===== config.mk =====
export PLATFORM = sky130hd
export DESIGN_NAME = div64_post
export DESIGN_NICKNAME = d
export VERILOG_FILES = /design/src/rtl/core/div64_pkg.sv /design/src/rtl/core/div64_post.sv
export SDC_FILE = /design/constraint.sdc
export NUM_CORES = 1
export LEC_CHECK = 0
export BUFFER_PORTS_ARGS = -buffer_cell sky130_fd_sc_hd__buf_4
export CAP_MARGIN = 25
export CELL_PAD_IN_SITES_DETAIL_PLACEMENT = 0
export CELL_PAD_IN_SITES_GLOBAL_PLACEMENT = 1
export CORE_ASPECT_RATIO = 1.25
export CORE_MARGIN = 3
export CORE_UTILIZATION = 22
export DETAILED_ROUTE_END_ITERATION = 12
export GPL_TIMING_DRIVEN = 0
export PLACE_DENSITY = 0.86
export SLEW_MARGIN = 20
export SYNTH_ARGS = -nofsm -noshare
export SYNTH_HDL_FRONTEND = slang
export SYNTH_SLANG_ARGS = --single-unit
export TNS_END_PERCENT = 1

===== constraint.sdc =====
create_clock -name vclk -period 2.2
set_input_delay 0.22 -clock vclk [all_inputs]
set_output_delay 0.22 -clock vclk [all_outputs]
set_load 0.01 [all_outputs]

===== src/rtl/core/div64_pkg.sv =====
// shared types and constants for the pipelined 64-bit divider
// no dependencies; imported by every module of the divider
package div64_pkg;

   localparam int WIDTH = 64;

   typedef enum logic [1:0] {
      STATUS_OK       = 2'd0,
      STATUS_DIV_ZERO = 2'd1,
      STATUS_OVERFLOW = 2'd2
   } status_type;

   // partial remainder, dividend bits turning into quotient bits, divisor, sign fixups
   typedef struct packed {
      logic [WIDTH-1:0] rem;
      logic [WIDTH-1:0] num;
      logic [WIDTH-1:0] den;
      logic             neg_q;
      logic             neg_r;
      status_type       status;
   } stage_type;

   typedef struct packed {
      logic [WIDTH-1:0] quotient;
      logic [WIDTH-1:0] remainder_out;
      status_type       status;
   } result_type;

endpackage


===== src/rtl/core/div64_post.sv =====
// sign fixup of quotient and remainder, zeroing on error
// depends on div64_pkg
module div64_post
   import div64_pkg::*;
(
   input  stage_type  in_stage,
   output result_type result
);

   always_comb begin
      result.status = in_stage.status;
      if (in_stage.status != STATUS_OK) begin
         result.quotient      = '0;
         result.remainder_out = '0;
      end else begin
         result.quotient      = in_stage.neg_q ? (~in_stage.num + {{(WIDTH-1){1'b0}}, 1'b1})
                                               : in_stage.num;
         result.remainder_out = in_stage.neg_r ? (~in_stage.rem + {{(WIDTH-1){1'b0}}, 1'b1})
                                               : in_stage.rem;
      end
   end

endmodule


Word-level counts from Yosys, hierarchy flattened --
Index checks and enable logic that the tools add are counted.
Word-level totals: flip-flop bits (word level) 0, input bits 196, output and inout bits 130
Operators by class: bitwise operators 2, add/sub/neg operators 2, reduce and logical (&&, ||, !) cells 1, muxes and demuxes 3
Operators by type and width (count):
- $add A64 B1 Y64 const B | 2
- $mux W128 | 1
- $mux W64 | 2
- $not A64 Y64 | 2
- $reduce_bool A2 Y1 | 1

Depth between registers and ports, before layout --
depth in word-level cells 4, mapped depth 9

Worst setup path after synthesis --
OpenSTA, ideal clock, no wires.
path type input to output, from input in_stage[72] (netlist bit), to output result[110] (netlist bit), stages on the path 7, arrival time 2.217 ns, setup slack -0.237 ns, cells stage by stage or4_1 > buf_2 > or4_4 > o41ai_2 > o21ai_0 > xnor2_1 > nor2_1
RTL lines:
- from (decl) | RTL line div64_post.sv:6 | input stage_type in_stage,
- to (decl) | RTL line div64_post.sv:7 | output result_type result

==> results.json <==
{
  "setup_violations": 94,
  "power.leakage_nw": 2.83,
  "grt_pass1_vias": 5410,
  "p_sw_mw": 0.590,
  "final_core_util_pct": 40.5,
  "syn_area_per_cell_um2": 6.32,
  "fin_total_pwr_mw": 1.13,
  "cap_violations": 0,
  "peakVddDrop_mv": 0.0840,
  "first_iter_violations": 223,
  "hold_class": "in2out",
  "arrival_ps": 2540,
  "fin_crit_sh_pct": 126,
  "wl_um": 19000,
  "grt_usage_pct": 18.8,
  "status": "finished, violations left",
  "io_pins": 326,
  "post-dp-hpwl_um": 15600,
  "p_per_area_mw_per_mm2": 171,
  "synth_top_area_cell": "xor2_1",
  "clkPwrFrac_pct": 0,
  "stdcell_area_mm2": 0.00658,
  "setup.worst_path.end_class": "output port",
  "ys_warn_count": 0,
  "p_int_mw": 0.537,
  "crit_fanout": 5,
  "synthToLayoutAreaGrowth_pct": 79.8,
  "final_max_slew_viol_count": 0,
  "drc": 0,
  "place.gp.congestion": 0.878,
  "syn_nets": 777,
  "grt_max_degree": 11,
  "grt_pass1_wl_um": 28300,
  "rsz0062_at_grt": "yes",
  "seq_area_frac_synth_pct": 0,
  "grt_antenna_before_repair": 0,
  "syn_area_mm2": 0.00366,
  "hold_viol_final": 0,
  "fmax_mhz": 362,
  "start_util_pct": 22.5,
  "die-area_mm2": 0.0182,
  "vias_per_cell": 5.09,
  "pre_cts_ws_ps": -942,
  "ant_nets": 0,
  "placed_cells": 1056,
  "synth_top_area_share_pct": 27.5,
  "seqPwrFrac_pct": 0,
  "diodes": 0,
  "nFlopsAndLatches": 0,
  "seqCellArea_um2": 0,
  "die-height_um": 150,
  "relSlewSlack_pct": 42.0,
  "synthTopCellsByArea": "xor2_1, nor2_1, o31ai_1",
  "cts_hold_buf": 0,
  "worst_slack_ps": -564,
  "swShare_pct": 52.4,
  "ys_types": 39,
  "fin_nets": 1048,
  "critPathLaunchType": "input pin",
  "syn_inst": 579,
  "violations": "negative setup slack",
  "coreArea_mm2": 0.0163,
  "drive_gt1_share_pct": 46.6,
  "worstPathRequired_ps": 1980,
  "tightest_slew_ps": 869,
  "gr-total-overflow": 0,
  "critPathKind": "in2out",
  "power_frac_comb_pct": 100.0,
  "die_x_um": 121,
  "period_minus_slack_ps": 2760,
  "final_cell_count_no_fill": 1064,
  "rows": 52,
  "wl_per_cell_um": 17.9,
  "port_buffers": 261,
  "placed_cell_area_mm2": 0.00590,
  "vias": 5413,
  "clkbuf_count": 0,
  "drtPass1Iterations": 4
}
logic make-up after synthesis:
| family | share of synthesized area, % |
|---|---|
| xor gates and xnor gates | 29.4 |
| muxes | 0.547 |
| buffers and inverters | 5.09 |
| AOI/OAI and AO/OA | 23.6 |
| adders and majority gates | 0.683 |
| and+or+nand+nor | 40.7 |
power groups by stage:
| stage | logic [mW] | clock network (mW) | registers, mW |
|---|---|---|---|
| 6_report | 1.13 | 0 | 0 |
| 5_1_grt | 1.22 | 0 | 0 |
| 4_1_cts | 1.10 | 0 | 0 |
| 3_5_place_dp | 1.05 | 0 | 0 |
| 3_3_place_gp | 1.04 | 0 | 0 |
| 2_1_floorplan | 0.471 | 0 | 0 |
cell type report:
cell class         count  area, um2
plain buffers         36        191
fillers             1766       9680
inverters             10       37.5
multi-input cells    532       4020
well taps            216        270
repair buffers       270       2060
through the flow:
step	hold slack (ps)	TNS, ps
CTS	713	-32950
global route	724	-38020
global placement	711	-56210
floorplan	532	-2730
finish	711	-28760
detailed placement	713	-56550
worst paths after layout:
kind | start | end | slack [ps] | depth (start not counted)
worst min-delay path | in_stage[1] | result[1] | 710 | 3
worst max-delay path | in_stage[80] | result[114] | -560 | 8
synthesized netlist by cell type, types with 2 or more instances:
library cell / count
buf_4: 2
a21oi_1: 6
or4_1: 18
or2_1: 2
inv_1: 10
buf_2: 2
ha_1: 2
xnor2_1: 8
or3_1: 33
clkbuf_1: 30
nand2_1: 25
a31oi_1: 2
nor4_1: 8
or2_2: 13
or3_4: 2
nor2_1: 141
buf_1: 3
mux2i_1: 2
o41ai_1: 26
nor4_2: 4
nor3_1: 12
or4_4: 3
o21ai_1: 2
o31ai_1: 40
nand2b_1: 4
xor2_1: 115
nand4_1: 9
nor4_4: 2
o41ai_2: 7
nand3_1: 10
o21ai_0: 28
worst max-delay path, cell delays in order:
cell and delay (ps):
buf_6 90, or4_4 590, or4_4 540, o31a_1 420, o41ai_2 280, xor2_1 180
nor2_1 70, buf_4 150
metal layers:
layer | global-route usage [%] | vias to the layer above | wire [um]
li1 | - | 2633 | -
met5 | 0 | - | 0
met2 | 37.3 | 250 | 10100
met3 | 3.38 | 37 | 1410
met1 | 20.0 | 2493 | 7010
met4 | 5.33 | 0 | 503
cell usage in the layout, fill, tap and decap left out, drive strengths merged:
cell,count
and2,1
o41ai,33
inv,10
or2,15
nand4,9
o31ai,41
nand4b,1
o21a,1
nor2b,1
or4,21
xor2,115
a21oi,6
nor2,141
o21ai,30
or3,35
nand2,25
nand2b,4
nor4,14
clkbuf,28
nor3,13
nand3,10
o31a,1
buf,278
ha,2
xnor2,8
mux2i,2
a31oi,2
and4,1
repair_timing:
| action | in CTS | in global routing |
|---|---|---|
| setup buffers | 6 | 3 |
| pin swaps | 21 | 17 |
| gates resized for setup | 91 | 53 |
| endpoints found under the setup margin | 105 | 108 |
Power figures use the tool's default switching activity.
