### src/rtl/core/div64_pkg.sv
// shared types and constants for the pipelined 64-bit divider
// no dependencies; imported by every module of the divider
package div64_pkg;

   localparam int WIDTH = 64;

   typedef enum logic [1:0] {
      STATUS_OK       = 2'd0,
      STATUS_DIV_ZERO = 2'd1,
      STATUS_OVERFLOW = 2'd2
   } status_type;

   // partial remainder, dividend bits turning into quotient bits, divisor, sign fixups
   typedef struct packed {
      logic [WIDTH-1:0] rem;
      logic [WIDTH-1:0] num;
      logic [WIDTH-1:0] den;
      logic             neg_q;
      logic             neg_r;
      status_type       status;
   } stage_type;

   typedef struct packed {
      logic [WIDTH-1:0] quotient;
      logic [WIDTH-1:0] remainder_out;
      status_type       status;
   } result_type;

endpackage

### src/rtl/core/div64_cell.sv
// one restoring division step: shift, trial subtract, keep or restore
// depends on div64_pkg
module div64_cell
   import div64_pkg::*;
(
   input  logic      clock,
   input  logic      reset,
   input  logic      enable,
   input  logic      in_valid,
   input  stage_type in_stage,
   output logic      out_valid,
   output stage_type out_stage
);

   logic             valid_ff;
   stage_type        stage_ff;
   stage_type        stage_in;
   logic [WIDTH-1:0] shifted;
   logic [WIDTH:0]   diff;
   logic             take;

   always_comb begin
      shifted = {in_stage.rem[WIDTH-2:0], in_stage.num[WIDTH-1]};
      diff    = {1'b0, shifted} - {1'b0, in_stage.den};
      // bit shifted out of the top means the remainder already exceeds the divisor
      take    = in_stage.rem[WIDTH-1] | ~diff[WIDTH];
      stage_in     = in_stage;
      stage_in.rem = take ? diff[WIDTH-1:0] : shifted;
      stage_in.num = {in_stage.num[WIDTH-2:0], take};
   end

   always_ff @(posedge clock) begin
      if (reset) begin
         valid_ff <= 1'b0;
      end else if (enable) begin
         valid_ff <= in_valid;
      end
   end

   always_ff @(posedge clock) begin
      if (enable) begin
         stage_ff <= stage_in;
      end
   end

   assign out_valid = valid_ff;
   assign out_stage = stage_ff;

endmodule

### config.mk
export PLATFORM = sky130hd
export DESIGN_NAME = div64_cell
export DESIGN_NICKNAME = d
export VERILOG_FILES = /design/src/rtl/core/div64_pkg.sv /design/src/rtl/core/div64_cell.sv
export SDC_FILE = /design/constraint.sdc
export NUM_CORES = 1
export LEC_CHECK = 0
export ABC_AREA = 1
export BUFFER_PORTS_ARGS = -buffer_cell sky130_fd_sc_hd__buf_2
export CAP_MARGIN = 20
export CORE_MARGIN = 4
export CORE_UTILIZATION = 36
export DETAILED_ROUTE_END_ITERATION = 10
export HOLD_SLACK_MARGIN = 0.03
export PLACE_DENSITY = 0.56
export SLEW_MARGIN = 20
export SYNTH_ARGS = -nofsm -noshare
export SYNTH_HDL_FRONTEND = slang
export SYNTH_SLANG_ARGS = --single-unit
export TNS_END_PERCENT = 30
### constraint.sdc
create_clock -name clock -period 2.5 [get_ports clock]
set_input_delay 0 -clock clock [delete_from_list [all_inputs] [get_ports clock]]
set_output_delay 0 -clock clock [all_outputs]
set_load 0.03 [all_outputs]
* Word-level counts from Yosys, hierarchy flattened
Index checks and enable logic that the tools add are counted.
Widths: inputs -> output; s select.
** Word-level totals
- Register bits :: 197
- Latch bits :: 0
- Bits in writable memories :: 0
- Bits in read-only memories :: 0
- Input bits :: 200
- Output and inout port bits :: 197
- Logic and storage cells :: 11
- Memories kept :: 0
** Cells by class
- $add $sub $neg :: 1
- Multipliers :: 0
- Divide/modulo/power cells :: 0
- $lt $le $gt $ge :: 0
- Equality and inequality tests :: 0
- Shift operators :: 0
- Multiplexer cells :: 1
- Bitwise operators :: 2
- Reduce and logical (&&, ||, !) cells :: 0
** Operators by type and width (count)
- $sub 64x64->65 :: 1
- $mux 64 :: 1
- $not 1->1 :: 1
- $or 1x1->1 :: 1

* Logic depth before layout (Yosys ltp)
- Depth in word-level cells :: 4
- Mapped depth :: 18
- Depth with buffers taken out :: 17

* Worst setup path before layout
No wires, ideal clock.
- Kind :: input-to-reg
- From :: input in_stage[131] (netlist name)
- To :: register stage_ff, in the netlist out_stage[187], data pin
- Setup time :: 253 ps
- Arrival :: 1678 ps
- Data required time :: 2247 ps
- Setup slack :: 569 ps
- Stages on the path :: 16
- Path buffers :: 1
- Path through :: inv_1 -> ha_1 -> fa_1 -> inv_1 -> nand3_1 -> nand2_2 -> nand2_2 -> nand2_4 -> nand2_2 -> nand2_4 -> nand3_1 -> nand3_1 -> nand2_2 -> buf_2 -> nand3_1 -> nand2_1
** RTL lines
- start, declared :: line div64_cell.sv:10 : input stage_type in_stage,
- end signal, assigned :: line div64_cell.sv:42 : stage_ff <= stage_in;
- end, declared :: line div64_cell.sv:16 : stage_type stage_ff;

==> results.sh <==
export IMPL_path_class="primary input to register"
export IMPL_hp_class="primary input to register"
export IMPL_drc_errors=0
export IMPL_synthCells=1794
export IMPL_synth_edf_count=196
export IMPL_layout_cells_non_filler=2917
export IMPL_arrival_ns=2.67
export IMPL_dp_hpwl_um=41000
export IMPL_grt_antenna_before_repair=2
export IMPL_dp_cells=2683
export IMPL_ios=397
export IMPL_synth_top_area_share_pct=44.6
export IMPL_fin_ws_ns=0.0485
export IMPL_core_area_mm2=0.0358
export IMPL_fin_util_pct=52.7
export IMPL_preCtsSetupSlack_ns=-0.0286
export IMPL_max_freq_ghz=0.408
export IMPL_grt_pass1_vias=13600
export IMPL_maxCapViolations=0
export IMPL_yosys_warnings=0
export IMPL_end_kind="register"
export IMPL_synth_common_cells="699 x nand2_1, 403 x inv_1, 196 x edfxtp_1, 145 x nand3_1, 110 x nor2_1"
export IMPL_synth_seq_cells=197
export IMPL_routed_wl_um=52500
export IMPL_cp_start_kind="primary input"
export IMPL_fillers=3520
export IMPL_run_status="finished, final reports clean"
export IMPL_cts_htree_levels=4
export IMPL_clock_sinks=197
export IMPL_synth_ff_type="edfxtp_1"
export IMPL_syn_num_nets=2059
export IMPL_skew_ns=0
export IMPL_overflow=0
export IMPL_synth_most_common_cell="nand2_1"
export IMPL_rows=69
export IMPL_initial_core_util_pct=36.8
export IMPL_cts_tree="done"
export IMPL_place_gp_congestion=0.937
export IMPL_crit_fanout=4
export IMPL_root_buffer="clkbuf_16"
export IMPL_tns_ns=0
export IMPL_period_needed_ns=2.45
export IMPL_reg2reg_slack_ns=1.35
export IMPL_reg2reg_depth=3
export IMPL_grt_use_total_pct=25.4
export IMPL_syn2layout_area_growth_pct=43.1
export IMPL_whs_path_depth=5
export IMPL_port_buffer_count=396
export IMPL_die_area_mm2=0.0398
export IMPL_clockBufferDepth=2
export IMPL_critPathRequiredTime_ns=2.72
export IMPL_slew_headroom_pct=67.1
export IMPL_num_vias=13400
export IMPL_numCtsBuffers=17
export IMPL_period_share_pct=98.1
export IMPL_setup_violations=0
export IMPL_die_y_um=199
export IMPL_placed_cell_area_mm2=0.0161
export IMPL_maxSlewViolCount=0
export IMPL_ys_seq_area_share_pct=44.7
export IMPL_synth_cell_types=35
export IMPL_path_clk_slew_ns=0.09
export IMPL_viasPerCell=4.60
export IMPL_grt_pass1_wl_um=76900
export IMPL_synth_top_area_cell="edfxtp_1"
export IMPL_clock_latency_ns=0.45
export IMPL_yosys_top_cells_area="edfxtp_1 45%, nand2_1 20%, inv_1 11%, ha_1 6.1%, nand3_1 5.5%"
export IMPL_avgSynthCellArea_um2=7.36
export IMPL_netlist_area_mm2=0.0132
export IMPL_fin_nets=2707
export IMPL_max_slew_worst_pin_slew_ns=0.490
export IMPL_irDropWorstVdd_uv=504
export IMPL_layout_drive_gt1_share_pct=22.7
export IMPL_rsz0062_at_grt="yes"
export IMPL_grt_max_degree=63
export IMPL_async_reset_ff_share_pct=0
export IMPL_fin_area_mm2=0.0189
export IMPL_wire_per_inst_um=18.0
export IMPL_drtIter0Drc=726
export IMPL_die_w_um=199
export IMPL_antenna_left=0
export IMPL_p_per_area_mw_per_mm2=558
export IMPL_first_pass_iters=5
export IMPL_p_leak_nw=10.2
export IMPL_hold_viol=0
-- stage by stage --
stage          power (mW)  hold slack, ns
6_report             10.5          0.0729
5_1_grt              11.1           0.112
4_1_cts              10.6          0.0418
3_5_place_dp         7.46           0.171
3_3_place_gp         7.44           0.157
2_1_floorplan        6.24          0.0724
-- cell families after synthesis --
group / share of synthesized area, %
adders and majority gates: 6.22
AOI/OAI and AO/OA: 1.73
DFF: 44.7
and+or+nand+nor: 32.4
xor gates and xnor gates: 2.06
muxes: 0.0758
buffers and inverters: 12.8
-- worst max-delay path, stage by stage --
cell	delay, ns
dlygate4sd3_1	0.52
buf_2	0.11
inv_1	0.04
ha_1	0.34
nand2_1	0.09
nand2_1	0.08
nand2_1	0.07
nand2_1	0.14
inv_1	0.09
nand3_1	0.24
nand2_1	0.14
nand3_1	0.25
nand2_1	0.30
nand3_1	0.11
nand3_1	0.10
nand2_1	0.06
-- layer usage --
metal / up-vias / routed length (µm) / global-route usage (%)
met4: 2 / 1580 / 8.93
li1: 6800 / - / -
met3: 74 / 3320 / 4.48
met2: 465 / 24600 / 43.4
met5: - / 19 / 0
met1: 6091 / 23000 / 32.5
-- cell type report --
class | count | area (µm²) | share of cell area, %
Sequential cell | 197 | 5910 | 31.3
Inverter | 414 | 1550 | 8.23
Clock inverter | 15 | 179 | 0.947
Antenna cell | 1 | 2.50 | 0.0132
Clock buffer | 17 | 425 | 2.25
Multi-Input combinational cell | 1164 | 5730 | 30.4
Tap cell | 461 | 577 | 3.05
Timing Repair Buffer | 648 | 4510 | 23.9
-- flip-flops by register name (all words and copies together) (netlist names) --
| name | cells |
|---|---|
| out_valid | 1 |
| out_stage | 196 |
-- repair_timing --
item	in CTS	in global routing
resized for setup	0	29
hold endpoints to repair	196	0
endpoints found under the setup margin	0	64
buffers inserted	0	2
hold buffers	197	0
-- cells in the final DEF, fill, tap and decap left out, types with 17 or more instances in the layout --
cell,Yosys,final
nand4_1,17,17
clkbuf_16,0,19
nand3_1,145,139
buf_2,15,395
ha_1,64,60
dlygate4sd3_1,0,197
xor2_1,30,30
edfxtp_1,196,196
nor2_1,110,104
inv_1,403,403
nand2_1,699,694
a21oi_1,35,33
buf_4,0,44
-- path summary, 6_finish.rpt --
check | from | to
worst max register to register | out_valid | out_valid
worst min register to register | out_valid | out_valid
worst min-delay path | in_stage[4] | out_stage[132]
worst max-delay path | in_stage[10] | out_stage[189]
-- power by group --
part	total (mW)	switching, mW	leakage [nW]	internal (mW)
Combinational	3.54	2.34	7.99	1.20
Clock	2.86	1.49	0.288	1.37
Sequential	4.14	0.0947	1.93	4.05
Total	10.5	3.92	10.2	6.62
(Power assumes the default switching activity.)
