`config.mk`:
```
export PLATFORM = sky130hd
export DESIGN_NAME = div64_prep
export DESIGN_NICKNAME = d
export VERILOG_FILES = /design/src/rtl/core/div64_pkg.sv /design/src/rtl/core/div64_prep.sv
export SDC_FILE = /design/constraint.sdc
export NUM_CORES = 1
export LEC_CHECK = 0
export ABC_AREA = 1
export BUFFER_PORTS_ARGS = -buffer_cell sky130_fd_sc_hd__buf_2
export CELL_PAD_IN_SITES_DETAIL_PLACEMENT = 1
export CELL_PAD_IN_SITES_GLOBAL_PLACEMENT = 2
export CORE_AREA = 2 2 180 182
export CTS_BUF_LIST = sky130_fd_sc_hd__clkbuf_4
export CTS_CLUSTER_DIAMETER = 40
export DETAILED_ROUTE_END_ITERATION = 10
export DIE_AREA = 0 0 182 184
export PLACE_DENSITY = 0.89
export SLEW_MARGIN = 20
export SYNTH_ARGS = -nofsm -noshare
export SYNTH_HDL_FRONTEND = slang
export SYNTH_SLANG_ARGS = --single-unit
```
`constraint.sdc`:
```
create_clock -name clock -period 2.5 [get_ports clock]
set_clock_uncertainty 0.05 [all_clocks]
set_input_delay 0.125 -clock clock [delete_from_list [all_inputs] [get_ports clock]]
set_output_delay 0.125 -clock clock [all_outputs]
set_load 0.01 [all_outputs]
```
`src/rtl/core/div64_pkg.sv`:
```
// shared types and constants for the pipelined 64-bit divider
// no dependencies; imported by every module of the divider
package div64_pkg;

   localparam int WIDTH = 64;

   typedef enum logic [1:0] {
      STATUS_OK       = 2'd0,
      STATUS_DIV_ZERO = 2'd1,
      STATUS_OVERFLOW = 2'd2
   } status_type;

   // partial remainder, dividend bits turning into quotient bits, divisor, sign fixups
   typedef struct packed {
      logic [WIDTH-1:0] rem;
      logic [WIDTH-1:0] num;
      logic [WIDTH-1:0] den;
      logic             neg_q;
      logic             neg_r;
      status_type       status;
   } stage_type;

   typedef struct packed {
      logic [WIDTH-1:0] quotient;
      logic [WIDTH-1:0] remainder_out;
      status_type       status;
   } result_type;

endpackage

```
`src/rtl/core/div64_prep.sv`:
```
// input stage: error checks and operand magnitudes for the divider chain
// depends on div64_pkg
module div64_prep
   import div64_pkg::*;
(
   input  logic             clock,
   input  logic             reset,
   input  logic             enable,
   input  logic             in_valid,
   input  logic             signed_mode,
   input  logic [WIDTH-1:0] dividend,
   input  logic [WIDTH-1:0] divisor,
   output logic             out_valid,
   output stage_type        out_stage
);

   localparam logic [WIDTH-1:0] SignBit = {1'b1, {(WIDTH-1){1'b0}}};

   logic      valid_ff;
   stage_type stage_ff;
   stage_type stage_in;
   logic      a_neg;
   logic      b_neg;

   always_comb begin
      a_neg = signed_mode & dividend[WIDTH-1];
      b_neg = signed_mode & divisor[WIDTH-1];
      stage_in.rem   = '0;
      stage_in.num   = a_neg ? (~dividend + {{(WIDTH-1){1'b0}}, 1'b1}) : dividend;
      stage_in.den   = b_neg ? (~divisor + {{(WIDTH-1){1'b0}}, 1'b1}) : divisor;
      stage_in.neg_q = a_neg ^ b_neg;
      stage_in.neg_r = a_neg;
      if (divisor == '0) begin
         stage_in.status = STATUS_DIV_ZERO;
      end else if (signed_mode && dividend == SignBit && divisor == '1) begin
         stage_in.status = STATUS_OVERFLOW;
      end else begin
         stage_in.status = STATUS_OK;
      end
   end

   always_ff @(posedge clock) begin
      if (reset) begin
         valid_ff <= 1'b0;
      end else if (enable) begin
         valid_ff <= in_valid;
      end
   end

   always_ff @(posedge clock) begin
      if (enable) begin
         stage_ff <= stage_in;
      end
   end

   assign out_valid = valid_ff;
   assign out_stage = stage_ff;

endmodule

```
## Word level (Yosys, flattened, before mapping)

Index checks and enable logic that the tools add are counted.

- Word-level logic and storage cells: 21
- Flip-flop bits (word level): 133

- Reduce and logical (&&, ||, !) cells: 3
- Equal/unequal tests: 2
- Multiplexer cells: 3
- Add/subtract/negate cells: 2
- Bitwise operators: 5

Operators by type and width:

| operator | count |
|---|---|
| 64-bit by 1-bit adder with 64-bit output (second input constant) | 2 |
| 64-bit == test (second input constant) | 2 |
| 64-bit 2-to-1 mux | 2 |
| 64-bit inverter | 2 |
| 64-bit logical NOT | 1 |
| 1-bit bitwise AND | 2 |
| 1-bit logical AND | 2 |
| 2-bit 2-to-1 mux | 1 |
| 1-bit bitwise XOR | 1 |

## Depth between registers and ports, before layout

- Depth after elaboration: 4
- Depth in mapped cells: 11
- Gate-level depth less buffers: 11

## Worst setup path after synthesis

Ideal clock, no wire load.

- Kind: input to register
- Start: input dividend[1]
- End: register stage_ff (netlist bit out_stage[114]) (data pin)
- Slack: 1049 ps
- Path buffers: 0
- Stages: 9
- Required time: 2198 ps
- Data arrival time: 1149 ps
- Setup time: 252 ps
- Cell sequence: inv_1 -> ha_1 -> nand4_1 -> nor2_2 -> nand2_1 -> o21ai_2 -> nand2_1 -> nand2_1 -> nand2_1

RTL lines:

| what | line | text |
|---|---|---|
| start, declared | div64_prep.sv:11 | `input logic [WIDTH-1:0] dividend,` |
| end signal, assigned | div64_prep.sv:52 | `stage_ff <= stage_in;` |
| end, declared | div64_prep.sv:20 | `stage_type stage_ff;` |

==> results.sh <==
export IMPL_status="finished, final reports clean"
export IMPL_max_cap_viol_count=0
export IMPL_power_density_nw_per_um2=484
export IMPL_min_path_type="in2reg"
export IMPL_syn_area_um2=9300
export IMPL_ys_types=38
export IMPL_synth_xor_area_share=0.0612
export IMPL_worstSkewPairLatency_ps=560
export IMPL_critical_path_cell_chain="dlygate4sd3_1, buf_2, inv_1, ha_1, nand4_1, nor2_2, nand4_1, nand2_1, nand2_1, nand2_1, nand2_1"
export IMPL_final_cell_mix="nand2_1 (376), buf_2 (264), nor2_1 (220)"
export IMPL_grt_pass1_wl_mm=57.8
export IMPL_ys_ff_latch=133
export IMPL_hpwlAfterDp_mm=29.5
export IMPL_worst_setup_path_start_kind="primary input"
export IMPL_holdWs_ps=250
export IMPL_die_h_um=184
export IMPL_cts_root_buf="clkbuf_4"
export IMPL_layout_nets=1773
export IMPL_hold_viol_final=0
export IMPL_die_x_um=182
export IMPL_dieArea_um2=33500
export IMPL_port_buffers=265
export IMPL_rows=65
export IMPL_fp_coreArea_um2=31400
export IMPL_grt_pass1_vias=10300
export IMPL_tightest_slew_ps=522
export IMPL_vias_per_cell=4.72
export IMPL_pre_cts_ws_ps=535
export IMPL_antenna_found_initial=2
export IMPL_netlist_instances=1226
export IMPL_cts_htree_levels=4
export IMPL_clkSinkCount=133
export IMPL_numCtsBuffers=17
export IMPL_worst_slack_ps=525
export IMPL_slowest_delay_ps=530
export IMPL_path_common_cell="nand2_1"
export IMPL_path_clk_slew_ps=150
export IMPL_overflow=0
export IMPL_postCtsSetupRepairBufs=0
export IMPL_r2r_start="out_valid$_SDFFE_PP0P_"
export IMPL_cp_end_kind="flip-flop"
export IMPL_synth_compound_area_frac=0.0305
export IMPL_min_period_over_period=0.790
export IMPL_cp_data_required_time_ps=2780
export IMPL_min_delay_start="divisor[0]"
export IMPL_grt_start_max_net_pins=49
export IMPL_tns_ps=0
export IMPL_critPathArrivalTime_ps=2260
export IMPL_io_pins=330
export IMPL_maxSlewHeadroom=0.652
export IMPL_critPathLaunch="dividend[1]"
export IMPL_clock_path_buffers=2
export IMPL_setup_viol=0
export IMPL_initial_utilization=0.296
export IMPL_path_delay_family="simple AND/OR/NAND/NOR gates"
export IMPL_rsz0062_at_grt="false"
export IMPL_syn_to_final_growth_pct=35.3
export IMPL_wl_per_cell_um=18.7
export IMPL_async_flop_share=0
export IMPL_route_detailed_drc=0
export IMPL_crit_fanout=6
export IMPL_avgSynthCellArea_um2=7.59
export IMPL_yosysWarningCount=0
export IMPL_routed_wl_mm=38.5
export IMPL_num_fill_cells=3939
export IMPL_ir_worst_vdd_v=0.000373
export IMPL_synthMuxAreaShare=0.00108
export IMPL_drv_slew=0
export IMPL_synth_main_ff_cell="edfxtp_1"
export IMPL_cts_tree="built"
export IMPL_clock_fmax_ghz=0.506
export IMPL_critPathKind="in2reg"
export IMPL_worst_path_buf_inv=3
export IMPL_drive_gt1_frac=0.218
export IMPL_synth_edff_count=132
export IMPL_slowest_stage="dlygate4sd3_1"
export IMPL_firstDrtPassIters=4
export IMPL_min_period_ps=1980
export IMPL_ant_nets=0
export IMPL_yosys_area_share_simple=0.371
export IMPL_p_leak_nw=5.55
export IMPL_final_common_cell="nand2_1"
export IMPL_gp_congestion=0.937
export IMPL_synth_seq_area_share=0.428
export IMPL_grt_use_total=0.228
export IMPL_synth_top_family_by_area="simple AND/OR/NAND/NOR gates"
export IMPL_num_vias=9698
export IMPL_synthAdderAreaFrac=0.00403
export IMPL_drtIter0Drc=526
==> per-stage QoR <==
| stage | total power, mW | utilization | cell area (um^2) | instances |
|---|---|---|---|---|
| 2_1_floorplan | 3.57 | - | 9540 | 1289 |
| 6_report | 6.09 | 0.401 | 12600 | 2054 |
| 4_1_cts | 6.12 | 0.401 | 12600 | 2052 |
| 3_3_place_gp | 4.16 | 0.348 | 10900 | 1887 |
| 3_5_place_dp | 4.18 | 0.348 | 10900 | 1887 |
| 5_1_grt | 6.36 | 0.401 | 12600 | 2054 |
==> metal layers <==
layer	track usage	wire length, um
met1	0.266	16000
met2	0.419	19400
met3	0.0353	1890
met4	0.0877	1200
met5	0	0
==> final cells by class <==
| type | instances | area (um^2) | share of cell area |
|---|---|---|---|
| clock inverters | 13 | 183 | 0.0145 |
| multi-input cells | 970 | 4590 | 0.365 |
| diodes | 2 | 5.00 | 0.000398 |
| inverters | 108 | 408 | 0.0324 |
| repair buffers | 407 | 2770 | 0.220 |
| clock buffers | 19 | 143 | 0.0113 |
| flip-flops and latches | 133 | 3980 | 0.317 |
| well taps | 402 | 503 | 0.0400 |
==> path summary, 6_finish.rpt <==
| path | cells past startpoint | slack (ps) | endpoint |
|---|---|---|---|
| max reg2reg | 3 | 1300 | out_valid$_SDFFE_PP0P_ |
| min reg2reg | 3 | 1010 | out_valid$_SDFFE_PP0P_ |
| max | 11 | 520 | out_stage[106]$_DFFE_PP_ |
| min | 2 | 250 | out_stage[4]$_DFFE_PP_ |
==> cell families (layout without fill, tap and decap cells) <==
kind of cell,Yosys count,after routing
fa+ha+maj,3,3
other cells,1,66
flops,133,133
buf+inv,186,547
simple gates,795,795
xor+xnor,65,65
compound gates,42,42
mux,1,1
==> synth_stat cells, drive strengths merged, types with 3 or more instances <==
cell    instances  area (um^2)
buf            77          554
nor3            6         35.0
nand4          39          244
ha              3         37.5
nand3         107          546
o21ai          34          238
a21oi           5         25.0
nand2         388         1510
xor2           38          333
inv           108          408
xnor2          27          236
nand3b          7         52.6
or2             3         18.8
nor2          244         1040
edfxtp        132         3960
==> state kept, by name (all words and copies together), names as in the netlist <==
register,count
out_stage,132
out_valid,1
==> power by group <==
part / total [mW] / internal (mW) / switching (mW) / leakage (nW)
clock network: 1.76 / 0.812 / 0.950 / 0.166
registers: 2.82 / 2.73 / 0.0862 / 1.30
logic: 1.51 / 0.582 / 0.924 / 4.09
total: 6.09 / 4.13 / 1.96 / 5.55
==> repair_timing <==
item / CTS / global route
resized for setup: 0 / 0
hold endpoints to repair: 168 / 0
hold buffers: 133 / 0
(Power assumes the default switching activity.)
