`config.mk`:
```
export PLATFORM = sky130hd
export DESIGN_NAME = div64_skid
export DESIGN_NICKNAME = d
export VERILOG_FILES = /design/src/rtl/core/div64_pkg.sv /design/src/rtl/core/div64_skid.sv
export SDC_FILE = /design/constraint.sdc
export NUM_CORES = 1
export LEC_CHECK = 0
export BUFFER_PORTS_ARGS = -buffer_cell sky130_fd_sc_hd__buf_2
export CORE_ASPECT_RATIO = 1.25
export CORE_MARGIN = 8
export CORE_UTILIZATION = 45
export CTS_CLUSTER_DIAMETER = 80
export DETAILED_ROUTE_END_ITERATION = 8
export GPL_ROUTABILITY_DRIVEN = 0
export GPL_TIMING_DRIVEN = 1
export PLACE_DENSITY = 0.68
export SLEW_MARGIN = 20
export SYNTH_ARGS = -nofsm -noshare
export SYNTH_HDL_FRONTEND = slang
export SYNTH_SLANG_ARGS = --single-unit
```
`constraint.sdc`:
```
create_clock -name clock -period 7.2 [get_ports clock]
set_clock_uncertainty 0.15 [all_clocks]
set_input_delay 1.08 -clock clock [delete_from_list [all_inputs] [get_ports clock]]
set_output_delay 1.08 -clock clock [all_outputs]
set_load 0.05 [all_outputs]
```
`src/rtl/core/div64_pkg.sv`:
```
// shared types and constants for the pipelined 64-bit divider
// no dependencies; imported by every module of the divider
package div64_pkg;

   localparam int WIDTH = 64;

   typedef enum logic [1:0] {
      STATUS_OK       = 2'd0,
      STATUS_DIV_ZERO = 2'd1,
      STATUS_OVERFLOW = 2'd2
   } status_type;

   // partial remainder, dividend bits turning into quotient bits, divisor, sign fixups
   typedef struct packed {
      logic [WIDTH-1:0] rem;
      logic [WIDTH-1:0] num;
      logic [WIDTH-1:0] den;
      logic             neg_q;
      logic             neg_r;
      status_type       status;
   } stage_type;

   typedef struct packed {
      logic [WIDTH-1:0] quotient;
      logic [WIDTH-1:0] remainder_out;
      status_type       status;
   } result_type;

endpackage

```
`src/rtl/core/div64_skid.sv`:
```
// two-entry output queue that decouples the chain from result backpressure
// depends on div64_pkg
module div64_skid
   import div64_pkg::*;
(
   input  logic       clock,
   input  logic       reset,
   input  logic       push,
   input  result_type push_data,
   output logic       room,
   output logic       rsp_tvalid,
   input  logic       rsp_tready,
   output result_type rsp_data
);

   result_type entry_ff [2];
   logic       wr_ptr_ff;
   logic       wr_ptr_in;
   logic       rd_ptr_ff;
   logic       rd_ptr_in;
   logic [1:0] count_ff;
   logic [1:0] count_in;
   logic       pop;

   always_comb begin
      pop       = rsp_tvalid & rsp_tready;
      wr_ptr_in = wr_ptr_ff ^ push;
      rd_ptr_in = rd_ptr_ff ^ pop;
      count_in  = count_ff + {1'b0, push} - {1'b0, pop};
   end

   always_ff @(posedge clock) begin
      if (reset) begin
         wr_ptr_ff <= 1'b0;
         rd_ptr_ff <= 1'b0;
         count_ff  <= 2'd0;
      end else begin
         wr_ptr_ff <= wr_ptr_in;
         rd_ptr_ff <= rd_ptr_in;
         count_ff  <= count_in;
      end
   end

   always_ff @(posedge clock) begin
      if (push) begin
         entry_ff[wr_ptr_ff] <= push_data;
      end
   end

   assign room       = (count_ff != 2'd2);
   assign rsp_tvalid = (count_ff != 2'd0);
   assign rsp_data   = entry_ff[rd_ptr_ff];

endmodule

```
# Word level (Yosys, flattened, before mapping)

Memories as Yosys holds them, arrays and structs flattened. A register that Yosys moved wholly into a read port is not among the register bits.
Index checks and enable logic that the tools add are counted.

Bits in writable memories: 260
Memories kept: 1
Logic and storage cells: 14
Flip-flop bits (word level): 4

$add $sub $neg: 2
Reduce and logical (&&, ||, !) cells: 1
Equal/unequal tests: 1
Muxes and demuxes: 3
Bitwise operators: 3

Memories:

| name     | depth | bits a word | read ports | clocked after memory_dff | write ports | RTL line         | text |
|---|---|---|---|---|---|---|---|
| entry_ff | 2     | 130         | 1          | 1                        | 1           | div64_skid.sv:16 | `result_type entry_ff [2];` |

Operators by type and width:

| kind                 | count |
|---|---|
| $mux W1              | 3 |
| $add A2 B1 Y2        | 1 |
| $ne A2 B2 Y1 const B | 1 |
| $reduce_bool A2 Y1   | 1 |
| $sub A2 B1 Y2        | 1 |
| $xor A1 B1 Y1        | 2 |
| $and A1 B1 Y1        | 1 |

# Depth between registers and ports, before layout

Gate-level depths: netlist of the first run.

Depth in word-level cells: 4
Depth in mapped cells: 6
Depth with buffers taken out: 6

# Worst setup path after synthesis of the first run

Ideal clock, no wire load.

Path kind: input port to flip-flop
Start point: input push
End point: memory entry_ff[0][0] (netlist name), enable pin
Buffers on the path: 0
Cell stages on the path: 1
Library setup time: 505 ps
Setup slack: 2,418 ps
Data arrival time: 4,126 ps
Path through: ha_1

Longest elaborated chain between the ends: 2

Ends and longest elaborated chain:

| what                          | RTL line         | text |
|---|---|---|
| from (decl)                   | div64_skid.sv:8  | `input logic push,` |
| $mux W1                       | div64_skid.sv:45 | `if (push) begin` |
| $mux W1 (not written as such) | div64_skid.sv:46 | `entry_ff[wr_ptr_ff] <= push_data;` |
| to (decl)                     | div64_skid.sv:16 |  |

Every way passes these cells.

==> flow_summary.yaml, run 1 <==
power_and_ir_drop:
  vdd_drop_max_uv: 212.1
  p_leak_nw: 4.504
  p_per_area_nw_per_um2: 365.5
drt:
  viasPerCell: 4.885
  post_drt_wl_per_cell_um: 19.75
  drt-total-wl_um: 19810
  vias: 4900
  drt_iter0_drc: 213
  drc_errors: 0
  firstDrtPassIters: 5
  ant_nets: 0
worst_setup_path:
  critPathMaxStageDelay_ns: 0.92
  setup.worst_path.end_class: "output pin"
  crit_chain: "buf_4, mux2_2, buf_2"
  crit_slowest_cell: "dfxtp_4"
  crit_type: "reg -> out"
  critPathRequiredTime_ns: 5.97
  worst-path-max-fanout: 67
  crit_arrival_ns: 2.95
  path_buf_inv: 2
  critPathLaunchType: "flip-flop"
  crit_family: "buffers and inverters"
sta:
  setup_viol: 0
  hold_ws_ns: 0.4874
  maxSlewHeadroom_pct: 36.32
  period_share_pct: 58.04
  period_needed_ns: 4.179
  hold_viol_final: 0
  setup_tns_ns: 0
  fmax_mhz: 239.3
  slew_viol_final: 0
  tightest_slew_ns: 0.9553
  rsz0062_at_grt: "false"
clock_network:
  cts.sinks: 264
  cts_tree: "done"
  clock_path_buffers: 3
  cts.reportedPaths.clkPinSlew_ns: 0.06
  cts_resized: 0
  hold_buffers: 0
  cts_inserted_buffers: 25
  cts-root-buf: "clkbuf_16"
  cts_setup_buffers: 0
  cts_max_level: 1
  clk_latency_ns: 0.50
global_routing:
  grt-ovfl-total: 0
  grt_pass1_wl_um: 30340
  grt_pass1_vias: 5476
  grt_max_degree: 68
  grtUsageTotal_pct: 14.59
  antenna_found_initial: 0
floorplanning:
  die-area_um2: 26370
  start_util_pct: 45.32
  die_h_um: 179.6
  die_w_um: 146.8
  core_area_um2: 21250
  rows: 60
  ios: 266
yosys:
  syn_nets: 564
  netlist.area_leader.share_pct: 81.08
  synth_warnings: 0
  synth_cell_type_count: 14
  synth_seq_area_share_pct: 81.91
  synth_area_um2: 9629
  yosys.area.top_type: "edfxtp_1"
  synth_seq_cells: 264
  syn-mean-instance-area_um2: 22.60
  syn_inst: 426
  ys_top_cells_by_area: "edfxtp_1, mux2_2, buf_6"
job:
  max_cap_violations: 0
run_status:
  run_status: "completed"
layout:
  fin_nets: 844
  multiInputGateArea_um2: 1614
  ff_latch_area_um2: 7891
  nFillCells: 1657
  syn_to_final_growth_pct: 25.45
  drive_above_1_share_pct: 60.72
placed_design:
  port_buffers: 265
  hpwl_um: 13620
worst_hold_path:
  hold_class: "reg -> reg"
==> path summary, 6_finish.rpt <==
kind / from / end / cells after the start / slack, ns
setup / recovery: rd_ptr_ff / rsp_data[25] / 3 / 3.02
hold / removal: wr_ptr_ff / wr_ptr_ff / 3 / 0.49
setup reg to reg: wr_ptr_ff / entry_ff[0][118] / 3 / 4.57
hold reg to reg: wr_ptr_ff / wr_ptr_ff / 3 / 0.49
==> layer usage <==
layer,GRT usage [%],wire length (um),vias to the layer above
met4,4.667,442,0
met2,27.02,10800,161
met5,0,0,-
met1,15.59,7211,2450
met3,4.095,1355,37
li1,-,-,2252
==> Yosys cell counts <==
cell,count
inv_1,3
or2_2,1
ha_1,4
o21a_1,1
buf_8,1
buf_2,5
mux2_2,131
nor2b_1,2
nand2_1,1
xnor3_1,1
nor2_1,3
buf_6,9
dfxtp_1,4
edfxtp_1,260
==> sequential cells by signal (all words and copies together), names as in the netlist <==
signal,cells
entry_ff,260
wr_ptr_ff,1
rd_ptr_ff,1
count_ff,2
==> metrics by stage <==
step | util, % | std cells | total power [mW] | worst slack (ns) | cell area [um^2]
3_3_place_gp | 52.79 | 958 | 3.081 | 3.536 | 11210
6_report | 56.86 | 1003 | 4.416 | 3.021 | 12080
5_1_grt | 56.85 | 1002 | 4.567 | 2.836 | 12080
2_1_floorplan | - | 426 | 2.850 | 2.418 | 9629
4_1_cts | 56.85 | 1002 | 4.473 | 2.948 | 12080
3_5_place_dp | 52.79 | 958 | 3.098 | 3.514 | 11210
==> report_power, final <==
part / switching [mW] / internal, mW
clock: 0.520 / 0.846
sequential: 0.0653 / 1.80
combinational: 0.838 / 0.345
total: 1.42 / 2.99
==> worst reg2reg max path, stage by stage, from the launching register on <==
cell,delay [ns]
dfxtp_1,0.33
inv_1,0.11
ha_4,0.75
buf_4,0.84
==> cells in the final DEF, fill, tap and decap left out, drive strengths merged <==
cell type    n
diode        1
bufinv       6
clkbuf      27
edfxtp     260
clkinv      10
ha           4
buf        268
nand2        1
nor2b        2
mux2       131
or2          1
xnor3        1
dfxtp        4
o21a         1
nor2         3
clkinvlp     1
inv          3
==> kinds of logic after synthesis <==
logic type                 Yosys count  share of synthesized area [%]
buffers and inverters               18                          1.585
xor gates and xnor gates             1                         0.2339
AOI/OAI and AO/OA                    1                        0.07799
adders and majority gates            4                         0.5198
and+or+nand+nor                      7                         0.3508
DFF                                264                          81.91
muxes                              131                          15.32
==> area by class of cell <==
cell class / count / share of cell area (%)
Tap cell: 279 / 2.890
Inverter: 3 / 0.09322
Timing Repair Buffer: 268 / 11.17
Clock inverter: 17 / 1.906
Multi-Input combinational cell: 144 / 13.36
Clock buffer: 27 / 5.241
Antenna cell: 1 / 0.02071
Sequential cell: 264 / 65.32
(Power assumes the default switching activity.)
==> run 2: changes to the inputs <==
==> constraint.sdc (replaced) <==
create_clock -name clock -period 4.4 [get_ports clock]
set_clock_uncertainty 0.15 [all_clocks]
set_input_delay 0.66 -clock clock [delete_from_list [all_inputs] [get_ports clock]]
set_output_delay 0.66 -clock clock [all_outputs]
set_load 0.05 [all_outputs]
==> run 2 against run 1 <==
Against the previous run:
- highest routed layer is now met5
- first-iteration DRC count decreased by 8.9%
- cell count up 0.60%
- utilization fell by 0.31 points
==> flow_summary.yaml, run 2 (same netlist as run 1, synthesis figures left out) <==
power_and_ir_drop:
  p_leak_nw: 4.464
  p_per_area_nw_per_um2: 576.2
  vdd_drop_max_uv: 308.5
  finalPower_mw: 6.922
drt:
  ant_nets: 0
  drt_iter0_drc: 194
  post_drt_wl_per_cell_um: 19.75
  vias: 4962
  drc_errors: 0
  viasPerCell: 4.918
  firstDrtPassIters: 6
  drt-total-wl_um: 19930
clock_network:
  clk_latency_ns: 0.51
  cts_inserted_buffers: 25
  cts_max_level: 1
  cts_tree: "done"
  cts.sinks: 264
  cts_setup_buffers: 0
  cts-root-buf: "clkbuf_16"
  clock_path_buffers: 3
  hold_buffers: 0
  cts.reportedPaths.clkPinSlew_ns: 0.06
  cts_resized: 0
layout:
  syn_to_final_growth_pct: 24.77
  largest_register: "entry_ff"
  fin_cells: 1009
  fin_nets: 847
  final_common_cell: "buf_2"
  largest_reg_flops: 260
  fin_util_pct: 56.55
  final_cell_mix: "buf_2, edfxtp_1, mux2_2, clkbuf_16, clkinv_1"
  stdcell_area_um2: 12010
  drive_above_1_share_pct: 60.00
  reg_top3: "entry_ff (260), count_ff (2)"
worst_setup_path:
  crit_slowest_cell: "dfxtp_4"
  reg2reg_from: "wr_ptr_ff"
  setup.worst_path.end_class: "output pin"
  crit_type: "reg -> out"
  worst-path-max-fanout: 38
  path_buf_inv: 2
  critPathMaxStageDelay_ns: 0.60
  r2r_slack_ns: 2.38
  crit_arrival_ns: 2.24
  rr_worst_depth: 3
  critPathRequiredTime_ns: 3.59
  crit_family: "buffers and inverters"
  critPathLaunchType: "flip-flop"
  crit_chain: "buf_4, mux2_2, buf_2"
  reg2reg_to: "entry_ff[0][86]"
sta:
  slew_viol_final: 0
  tightest_slew_ns: 0.7362
  rsz0062_at_grt: "false"
  fmax_mhz: 328.4
  maxSlewHeadroom_pct: 50.92
  setup_viol: 0
  setup_tns_ns: 0
  period_needed_ns: 3.045
  hold_viol_final: 0
  setup_slack_ns: 1.355
  hold_ws_ns: 0.1830
  period_share_pct: 69.21
global_routing:
  grt-ovfl-total: 0
  antenna_found_initial: 6
  grt_pass1_wl_um: 30250
  grt_pass1_vias: 5638
  grt_max_degree: 72
  grtUsageTotal_pct: 14.62
worst_hold_path:
  hold_path_end: "entry_ff[1][116]"
  hold_class: "in -> reg"
  hold-path-cell-count: 1
  hold_start: "push_data[116]"
placed_design:
  hpwl_um: 14150
  place_area_um2: 11270
  dp_cells: 961
  pre_cts_slack_ns: 1.902
  port_buffers: 265
floorplanning:
  rows: 60
  die-area_um2: 26370
  start_util_pct: 45.32
  ios: 266
  die_w_um: 146.8
  die_h_um: 179.6
  core_area_um2: 21250
run_status:
  run_status: "completed"
job:
  max_cap_violations: 0
==> run 2: layout make-up <==
| cell class | instances | area [um^2] |
|---|---|---|
| clock inverters | 12 | 78.83 |
| well taps | 279 | 349.1 |
| inverters | 3 | 11.26 |
| multi-input cells | 144 | 1614 |
| fillers | 1624 | 9231 |
| repair buffers | 271 | 1409 |
| diodes | 5 | 12.51 |
| flip-flops and latches | 264 | 7891 |
| clock buffers | 31 | 648.1 |
==> run 2: worst max-delay path by stage <==
stage / startpoint / endpoint / slack [ns] / cells after the start
2_1_floorplan: push / entry_ff[0][0] / 0.04 / 1
4_1_cts: rd_ptr_ff / rsp_data[85] / 1.33 / 3
6_report: rd_ptr_ff / rsp_data[85] / 1.35 / 3
3_3_place_gp: rd_ptr_ff / rsp_data[4] / 1.95 / 3
5_1_grt: rd_ptr_ff / rsp_data[85] / 1.27 / 3
3_5_place_dp: rd_ptr_ff / rsp_data[0] / 1.90 / 3
==> run 2: power breakdown <==
| part | switching [mW] | leakage [nW] | total, mW | internal, mW |
|---|---|---|---|---|
| logic | 1.40 | 1.64 | 1.98 | 0.577 |
| clock network | 0.828 | 0.354 | 1.92 | 1.09 |
| registers | 0.0734 | 2.47 | 3.02 | 2.95 |
| total | 2.30 | 4.46 | 6.92 | 4.62 |
==> run 2: metal layers <==
layer	global-route usage [%]	vias to the layer above	part of all wire, %
li1	-	2263	-
met5	0	-	0.065
met2	27.26	192	55
met3	3.794	49	6.4
met1	14.69	2456	35
met4	7.146	2	3.9
